### src/hw/rtl/cnsd_pkg.sv
`timescale 1ns / 1ps

package cnsd_pkg;

    // Request function codes
    localparam logic [1:0] FUNC_FRAME = 2'd0;
    localparam logic [1:0] FUNC_HOME  = 2'd1;
    localparam logic [1:0] FUNC_READ  = 2'd2;

    // Node number width (low bits of the CAN identifier)
    localparam int NODE_W = 7;

    // Function code of the identifier, bits 10:7
    localparam logic [3:0] KIND_SDO_RESP = 4'hB;   // 0x580
    localparam logic [3:0] KIND_TPDO1    = 4'h3;   // 0x180

    // SDO object indexes
    localparam logic [15:0] OBJ_ENCODER  = 16'h6064;
    localparam logic [15:0] OBJ_STATUS   = 16'h6041;
    localparam logic [15:0] OBJ_CURRENT  = 16'h2027;
    localparam logic [15:0] OBJ_VELOCITY = 16'h606C;
    localparam logic [15:0] OBJ_DEMAND   = 16'h2031;
    localparam logic [15:0] OBJ_MODE     = 16'h6061;
    localparam logic [15:0] OBJ_ANALOG   = 16'h207C;

    localparam logic [7:0] SUB_MAIN   = 8'd0;
    localparam logic [7:0] SUB_ANALOG = 8'd1;

    // Update mask bits
    localparam logic [6:0] MASK_NONE     = 7'h00;
    localparam logic [6:0] MASK_ENCODER  = 7'h01;
    localparam logic [6:0] MASK_STATUS   = 7'h02;
    localparam logic [6:0] MASK_CURRENT  = 7'h04;
    localparam logic [6:0] MASK_VELOCITY = 7'h08;
    localparam logic [6:0] MASK_DEMAND   = 7'h10;
    localparam logic [6:0] MASK_MODE     = 7'h20;
    localparam logic [6:0] MASK_ANALOG   = 7'h40;
    localparam logic [6:0] MASK_TPDO1    = 7'h07;

endpackage

### src/hw/rtl/canopen_node_status_decoder_core.sv
`timescale 1ns / 1ps

// CANopen node status decoder.
// Input channel (item_valid / item_stall) carries one request: a received
// CAN frame (func 0), a home-offset capture for all nodes (func 1) or a
// node read (func 2). Output channel (result_valid / result_stall) returns
// exactly one result per request, in order.
// A request is taken into an input register. As it leaves that register the
// frame is decoded, the node tables are updated and the result register is
// loaded; result_valid is driven by the result register.
// Throughput is one request per cycle: the input register drains whenever
// the result register is empty or being taken.
// When the receiver stalls, the result register holds its value and the
// input register keeps one more request; item_stall rises only when both
// are full.
// Reset clears both valid flags, all node tables and the homing flag.
// Node tables are flip-flop arrays of NODE_COUNT entries, read at entry node - 1
// for the node in the input register; a home capture copies all encoder entries.
module canopen_node_status_decoder_core #(
    parameter int NODE_COUNT = 12
) (
    input  logic                clk,
    input  logic                rst_n,
    input  logic                item_valid,
    output logic                item_stall,
    input  logic [1:0]          func,
    input  logic [10:0]         frame_id,
    input  logic [63:0]         frame_bytes,
    input  logic [3:0]          node_select,
    output logic                result_valid,
    input  logic                result_stall,
    output logic [10:0]         id_echo,
    output logic [6:0]          node_number,
    output logic                node_accepted,
    output logic [6:0]          updated_mask,
    output logic signed [32:0]  position,
    output logic [15:0]         status_word,
    output logic signed [31:0]  velocity,
    output logic signed [15:0]  motor_current,
    output logic signed [31:0]  demand_current,
    output logic signed [7:0]   mode_display,
    output logic signed [15:0]  analog_in
);

    localparam int SLOT_W = (NODE_COUNT > 1) ? $clog2(NODE_COUNT) : 1;
    localparam int NW     = cnsd_pkg::NODE_W;

    // Input register
    logic         s1_valid_reg, s1_valid_next;
    logic [1:0]   s1_func_reg;
    logic [10:0]  s1_id_reg;
    logic [63:0]  s1_bytes_reg;
    logic [3:0]   s1_sel_reg;

    // Node tables
    logic [31:0]  enc_table_reg      [NODE_COUNT];
    logic [31:0]  home_table_reg     [NODE_COUNT];
    logic [15:0]  status_table_reg   [NODE_COUNT];
    logic [15:0]  current_table_reg  [NODE_COUNT];
    logic [31:0]  velocity_table_reg [NODE_COUNT];
    logic [31:0]  demand_table_reg   [NODE_COUNT];
    logic [7:0]   mode_table_reg     [NODE_COUNT];
    logic [15:0]  analog_table_reg   [NODE_COUNT];
    logic         homing_done_reg;

    // Result register
    logic         result_valid_reg, result_valid_next;
    logic [10:0]  id_echo_reg;
    logic [6:0]   node_number_reg;
    logic         node_accepted_reg;
    logic [6:0]   updated_mask_reg;
    logic [32:0]  position_reg;
    logic [15:0]  status_word_reg;
    logic [31:0]  velocity_reg;
    logic [15:0]  motor_current_reg;
    logic [31:0]  demand_current_reg;
    logic [7:0]   mode_display_reg;
    logic [15:0]  analog_in_reg;

    // Decode signals
    logic              accept;
    logic              advance;
    logic              is_frame, is_home, is_read;
    logic [NW-1:0]     node;
    logic [NW-1:0]     node_m1;
    logic              node_ok;
    logic [SLOT_W-1:0] slot;
    logic              kind_sdo, kind_tpdo;
    logic [15:0]       sdo_index;
    logic [7:0]        sdo_sub;
    logic [31:0]       hi_word;
    logic [6:0]        mask;
    logic [31:0]       enc_wdata;
    logic [15:0]       status_wdata, current_wdata;
    logic [31:0]       enc_rd, velocity_rd, demand_rd;
    logic [15:0]       status_rd, current_rd, analog_rd;
    logic [7:0]        mode_rd;
    logic [32:0]       home_ext;
    logic [32:0]       pos_val;

    // Handshake
    assign advance      = s1_valid_reg && (!result_valid_reg || !result_stall);
    assign item_stall   = s1_valid_reg && !advance;
    assign accept       = item_valid && !item_stall;
    assign s1_valid_next = accept ? 1'b1 : (advance ? 1'b0 : s1_valid_reg);
    assign result_valid_next = advance ? 1'b1 : (result_stall ? result_valid_reg : 1'b0);

    always_ff @(posedge clk or negedge rst_n)
    begin
        if (!rst_n)
        begin
            s1_valid_reg     <= 1'b0;
            result_valid_reg <= 1'b0;
        end
        else
        begin
            s1_valid_reg     <= s1_valid_next;
            result_valid_reg <= result_valid_next;
        end
    end

    // Input payload capture
    always_ff @(posedge clk)
    begin
        if (accept)
        begin
            s1_func_reg  <= func;
            s1_id_reg    <= frame_id;
            s1_bytes_reg <= frame_bytes;
            s1_sel_reg   <= node_select;
        end
    end

    // Request and node decode
    always_comb
    begin
        is_frame = (s1_func_reg == cnsd_pkg::FUNC_FRAME);
        is_home  = (s1_func_reg == cnsd_pkg::FUNC_HOME);
        is_read  = (s1_func_reg == cnsd_pkg::FUNC_READ);
        if (is_frame)
            node = s1_id_reg[NW-1:0];
        else if (is_read)
            node = {{(NW-4){1'b0}}, s1_sel_reg};
        else
            node = '0;
        node_ok = (is_frame || is_read) && (node != '0) &&
                  (node <= NW'(NODE_COUNT));
        node_m1 = node - NW'(1);
        slot    = node_m1[SLOT_W-1:0];
    end

    // Frame decode: SDO response or TPDO1
    always_comb
    begin
        kind_sdo  = (s1_id_reg[10:7] == cnsd_pkg::KIND_SDO_RESP);
        kind_tpdo = (s1_id_reg[10:7] == cnsd_pkg::KIND_TPDO1);
        sdo_index = s1_bytes_reg[23:8];
        sdo_sub   = s1_bytes_reg[31:24];
        hi_word   = s1_bytes_reg[63:32];
        mask      = cnsd_pkg::MASK_NONE;
        if (is_frame && node_ok)
        begin
            if (kind_sdo)
            begin
                unique case (sdo_index)
                    cnsd_pkg::OBJ_ENCODER:
                        if (sdo_sub == cnsd_pkg::SUB_MAIN) mask = cnsd_pkg::MASK_ENCODER;
                    cnsd_pkg::OBJ_STATUS:
                        if (sdo_sub == cnsd_pkg::SUB_MAIN) mask = cnsd_pkg::MASK_STATUS;
                    cnsd_pkg::OBJ_CURRENT:
                        if (sdo_sub == cnsd_pkg::SUB_MAIN) mask = cnsd_pkg::MASK_CURRENT;
                    cnsd_pkg::OBJ_VELOCITY:
                        if (sdo_sub == cnsd_pkg::SUB_MAIN) mask = cnsd_pkg::MASK_VELOCITY;
                    cnsd_pkg::OBJ_DEMAND:
                        if (sdo_sub == cnsd_pkg::SUB_MAIN) mask = cnsd_pkg::MASK_DEMAND;
                    cnsd_pkg::OBJ_MODE:
                        if (sdo_sub == cnsd_pkg::SUB_MAIN) mask = cnsd_pkg::MASK_MODE;
                    cnsd_pkg::OBJ_ANALOG:
                        if (sdo_sub == cnsd_pkg::SUB_ANALOG) mask = cnsd_pkg::MASK_ANALOG;
                    default:
                        mask = cnsd_pkg::MASK_NONE;
                endcase
            end
            else if (kind_tpdo)
            begin
                mask = cnsd_pkg::MASK_TPDO1;
            end
        end
        // TPDO1 packs encoder, current and status; SDO carries one value in bytes 4..7
        enc_wdata     = kind_tpdo ? s1_bytes_reg[31:0]  : hi_word;
        current_wdata = kind_tpdo ? s1_bytes_reg[47:32] : hi_word[15:0];
        status_wdata  = kind_tpdo ? s1_bytes_reg[63:48] : hi_word[15:0];
    end

    // Table read, bypassing this request's own write
    always_comb
    begin
        enc_rd      = mask[0] ? enc_wdata      : enc_table_reg[slot];
        status_rd   = mask[1] ? status_wdata   : status_table_reg[slot];
        current_rd  = mask[2] ? current_wdata  : current_table_reg[slot];
        velocity_rd = mask[3] ? hi_word        : velocity_table_reg[slot];
        demand_rd   = mask[4] ? hi_word        : demand_table_reg[slot];
        mode_rd     = mask[5] ? hi_word[7:0]   : mode_table_reg[slot];
        analog_rd   = mask[6] ? hi_word[15:0]  : analog_table_reg[slot];
        home_ext    = homing_done_reg ?
                      {home_table_reg[slot][31], home_table_reg[slot]} : 33'd0;
        pos_val     = {enc_rd[31], enc_rd} - home_ext;
    end

    // Table update
    always_ff @(posedge clk or negedge rst_n)
    begin
        if (!rst_n)
        begin
            homing_done_reg <= 1'b0;
            for (int i = 0; i < NODE_COUNT; i++)
            begin
                enc_table_reg[i]      <= '0;
                home_table_reg[i]     <= '0;
                status_table_reg[i]   <= '0;
                current_table_reg[i]  <= '0;
                velocity_table_reg[i] <= '0;
                demand_table_reg[i]   <= '0;
                mode_table_reg[i]     <= '0;
                analog_table_reg[i]   <= '0;
            end
        end
        else if (advance)
        begin
            if (is_home)
            begin
                homing_done_reg <= 1'b1;
                for (int i = 0; i < NODE_COUNT; i++)
                    home_table_reg[i] <= enc_table_reg[i];
            end
            if (mask[0]) enc_table_reg[slot]      <= enc_wdata;
            if (mask[1]) status_table_reg[slot]   <= status_wdata;
            if (mask[2]) current_table_reg[slot]  <= current_wdata;
            if (mask[3]) velocity_table_reg[slot] <= hi_word;
            if (mask[4]) demand_table_reg[slot]   <= hi_word;
            if (mask[5]) mode_table_reg[slot]     <= hi_word[7:0];
            if (mask[6]) analog_table_reg[slot]   <= hi_word[15:0];
        end
    end

    // Result payload
    always_ff @(posedge clk)
    begin
        if (advance)
        begin
            id_echo_reg        <= is_frame ? s1_id_reg : 11'd0;
            node_number_reg    <= node;
            node_accepted_reg  <= node_ok;
            updated_mask_reg   <= mask;
            position_reg       <= node_ok ? pos_val     : '0;
            status_word_reg    <= node_ok ? status_rd   : '0;
            velocity_reg       <= node_ok ? velocity_rd : '0;
            motor_current_reg  <= node_ok ? current_rd  : '0;
            demand_current_reg <= node_ok ? demand_rd   : '0;
            mode_display_reg   <= node_ok ? mode_rd     : '0;
            analog_in_reg      <= node_ok ? analog_rd   : '0;
        end
    end

    assign result_valid   = result_valid_reg;
    assign id_echo        = id_echo_reg;
    assign node_number    = node_number_reg;
    assign node_accepted  = node_accepted_reg;
    assign updated_mask   = updated_mask_reg;
    assign position       = $signed(position_reg);
    assign status_word    = status_word_reg;
    assign velocity       = $signed(velocity_reg);
    assign motor_current  = $signed(motor_current_reg);
    assign demand_current = $signed(demand_current_reg);
    assign mode_display   = $signed(mode_display_reg);
    assign analog_in      = $signed(analog_in_reg);

endmodule

### config.mk
export PLATFORM = sky130hd
export DESIGN_NAME = canopen_node_status_decoder_core
export DESIGN_NICKNAME = d
export VERILOG_FILES = /design/src/hw/rtl/cnsd_pkg.sv /design/src/hw/rtl/canopen_node_status_decoder_core.sv
export SDC_FILE = /design/constraint.sdc
export NUM_CORES = 2
export LEC_CHECK = 0
export BUFFER_PORTS_ARGS = -buffer_cell sky130_fd_sc_hd__buf_2
export CORE_ASPECT_RATIO = 1.4
export CORE_UTILIZATION = 40
export DETAILED_ROUTE_END_ITERATION = 12
export SLEW_MARGIN = 20
export SYNTH_ARGS = -nofsm -noshare
export SYNTH_HDL_FRONTEND = slang
export SYNTH_SLANG_ARGS = --single-unit
### constraint.sdc
create_clock -name clk -period 8 [get_ports clk]
set_clock_uncertainty 0.05 [all_clocks]
set_input_delay 0.4 -clock clk [delete_from_list [all_inputs] [get_ports clk]]
set_output_delay 0.4 -clock clk [all_outputs]
set_load 0.02 [all_outputs]
==> key figures <==
Route
  – WL final: around 350,000 um
  – Wire length per cell: approximately 29 um
  – Drt drc: 0
  – Routed Antenna Nets: 0
  – Initial drt markers: around 6,600
  – Drt via density: about 5.9
  – Via count: about 72,000
  – DRT Pass-1 Iters: 7

Logic synthesis
  – Syn. warnings: 0
  – Mapped Area: 111,900 um2
  – Yosys cell types: 72
  – Yosys reg bits: approximately 2,500
  – Post-synth top flop: dfrtp_1
  – Avg Inst Size Synth: around 14 um2
  – Synth Instances: roughly 8,000
  – Ys async rst share: 89.48%
  – Post-Syn Nets: 8,316
  – Post-synth EDFFs: 260
  – Sequential cell area fraction in the yosys report: between 50% and 60%

Job
  – Max Cap Violations: 0

Layout
  – Final instance area: 126,500 um2
  – Most frequent cells in the layout: dfrtp_1 (2,210), mux2_2 (1,704), o21ai_0 (688)
  – Most common cell after layout, fill and taps aside: dfrtp_1
  – Non-filler cells, final: roughly 12,000
  – Share of post-route cells with drive strength above 1: about two fifths
  – Layout Nets: about 8,400
  – Area growth from synthesis to layout: 12.98%

STA
  – F_max: between 100 and 150 MHz
  – Fin Setup TNS: 0 ns
  – Max_slew headroom: a little under a quarter
  – Worst-Margin Slew: 1.134 ns
  – RSZ-0062 raised after global routing: false
  – Max Slew Vio Count: 0
  – # setup viols final: 0
  – Final Cycle Share: between 80% and 90%
  – Fin. Hold Viols: 0
  – Crit path time final: 6.685 ns
  – Worst Setup Slack, final: approximately 1.3 ns

Place
  – Pre-CTS setup slack: approximately 1.4 ns
  – Post-DP HPWL: ~220,000 um
  – I/O Buffers: approximately 270
  – Final GP Congestion: between 0.9 and 1
  – Placed insts: between 10,000 and 15,000
  – Placed Area: about 120,000 um2

Global routing
  – Global-route wire length before repair: 523,200 um
  – Number of global-route vias before repair: about 76,000
  – Tot GR Track Use: about 25%
  – Gr ovfl total: 0
  – Initial antenna violation count: 25
  – Largest net degree at the start of global routing: 188

Worst setup path
  – Arr. time, crit path: 7.28 ns
  – Setup CP Type: register to register
  – Data required time of the critical path: ~8.6 ns
  – Crit path to: position[32]
  – Reg-to-reg endpoint: position[32]
  – FF-to-FF Start: s1_func_reg[1]
  – Reg2reg path depth: 18
  – CP startpoint: s1_func_reg[1]
  – Crit Path Max Fanout: a little over 80
  – Setup crit start kind: register
  – Internal reg-to-reg setup slack: between 1 and 1.5 ns
  – Nature of the critical path endpoint: register

Floorplan
  – Placement Rows: 229
  – Initial Util: around 40%
  – DIE WIDTH: 449.1 um
  – Die area: between 200,000 and 300,000 um2
  – Core footprint: between 200,000 and 300,000 um2
  – Die height: between 600 and 700 um
  – I/O Pins: 266

Pwr
  – Max IR drop VDD: approximately 190 uV
  – Power Density: around 220 nW/um2
  – LEAKAGE: 58.19 nW
  – Design Power: ~27 mW

Clocking
  – Clock slew at reported path FFs: about 0.07 ns
  – Clock latency on the worst-skew pair: between 0.9 and 1 ns
  – H-tree depth: 4
  – Clk buf depth: 4
  – Clk root buf: clkbuf_16
  – CTS tree: done
  – Total CTS buffers: around 250
  – # clock sinks: ~2,500

Worst hold path
  – Hold Path Class: input pin to async pin

Status
  – Status: finished, final reports clean
## synth_stat cells (all sizes together) (3+ instances only)
cell type | count | area, um2
nor4b | 3 | 26.28
o21bai | 4 | 30.03
inv | 24 | 90.09
nor3 | 122 | 660.6
o211ai | 5 | 37.54
o21a | 14 | 105.1
nand4 | 13 | 81.33
o22ai | 24 | 150.1
and3 | 6 | 37.54
ha | 37 | 462.9
a31oi | 27 | 168.9
nor2b | 7 | 43.79
and2 | 41 | 256.5
a21oi | 379 | 1901
a2bb2oi | 3 | 26.28
a21boi | 3 | 22.52
nand3 | 54 | 310.3
buf | 190 | 981.0
mux2i | 93 | 930.9
clkbuf | 544 | 2042
dfrtp | 2211 | 55330
nor2 | 308 | 1169
nor3b | 3 | 22.52
or2 | 6 | 37.54
mux2 | 1763 | 20000
or4 | 4 | 30.03
nor4 | 14 | 112.6
a21o | 32 | 240.2
nand2b | 17 | 106.4
or3 | 12 | 75.07
a221oi | 4 | 35.03
o21ai | 696 | 3483
edfxtp | 260 | 7807
mux4 | 510 | 11490
nand2 | 571 | 2143
xor2 | 7 | 61.31
a211oi | 148 | 1116
a211o | 3 | 26.28
xnor2 | 10 | 95.10
## timing repair
action,4_1_cts,5_1_grt
hold buffers,85,0
resized for setup,0,0
buffers inserted,0,0
hold endpoints to repair,192,0
## layer usage
metal,up-vias,track usage (%),share of wire [%]
li1,30180,-,-
met1,38740,31.75,40
met2,2645,41.45,49
met3,754,3.969,6.1
met4,4,11.07,5.0
met5,-,0,0.0057
## critical path: stages, from the launching register on
cell,delay [ns]
edfxtp_1,0.61
nand2b_1,0.29
nand2_1,0.11
nand2_2,0.29
ha_4,0.74
buf_12,0.55
buf_4,0.48
mux4_2,0.37
nand2_1,0.11
a21oi_1,0.07
a21oi_1,0.26
a21oi_1,0.16
ha_1,0.44
nand2_1,0.14
or3_1,0.41
o21ai_0,0.80
a221oi_1,0.20
mux2_2,0.27
nor2_1,0.04
## cells by family (layout without fill, tap and decap cells)
| family | Yosys count | count (layout) | synth area share, % |
|---|---|---|---|
| xor gates and xnor gates | 17 | 17 | 0.1397 |
| and+or+nand+nor | 1187 | 1187 | 4.612 |
| other | 0 | 13 | 0 |
| AOI/OAI and AO/OA | 1356 | 1356 | 6.676 |
| DFF | 2471 | 2471 | 56.40 |
| muxes | 2366 | 2366 | 28.96 |
| buffers and inverters | 758 | 1070 | 2.781 |
| adders and majority gates | 38 | 38 | 0.4314 |
## where the power goes
part | internal [mW] | switching, mW | leakage (nW) | total, mW
clock | 6.65 | 5.09 | 4.00 | 11.7
combinational | 0.650 | 1.86 | 20.7 | 2.51
sequential | 12.9 | 0.127 | 33.4 | 13.0
total | 20.1 | 7.07 | 58.2 | 27.2
## how the worst min path moves through the flow
stage | from | end | slack [ns] | cells past startpoint
after detailed placement | status_table_reg[106] | status_table_reg[106] | 0.42 | 2
after floorplan | rst_n | analog_table_reg[0] | 0.05 | 0
final | rst_n | enc_table_reg[186] | 0.11 | 2
after CTS | frame_bytes[58] | s1_bytes_reg[58] | 0.08 | 2
after global placement | status_table_reg[62] | status_table_reg[62] | 0.40 | 1
after global routing | frame_bytes[58] | s1_bytes_reg[58] | 0.09 | 2
## through the flow
stage	hold WS, ns	utilization, %
after CTS	0.07807	45.42
after floorplan	0.05441	-
after global placement	0.4049	42.20
after detailed placement	0.4168	42.21
after global routing	0.09418	45.45
final	0.1113	45.46
## layout make-up
class                           instances  area, um2
Tap cell                             3696       4624
Sequential cell                      2471      63140
Clock inverter                         84      835.8
Clock buffer                          371       7271
Multi-Input combinational cell       4964      46170
Timing Repair Buffer                  591       4295
Fill cell                           24600     151700
Antenna cell                           13      32.53
Inverter                               24      105.1
No activity file was read; power rests on OpenSTA's default activity.
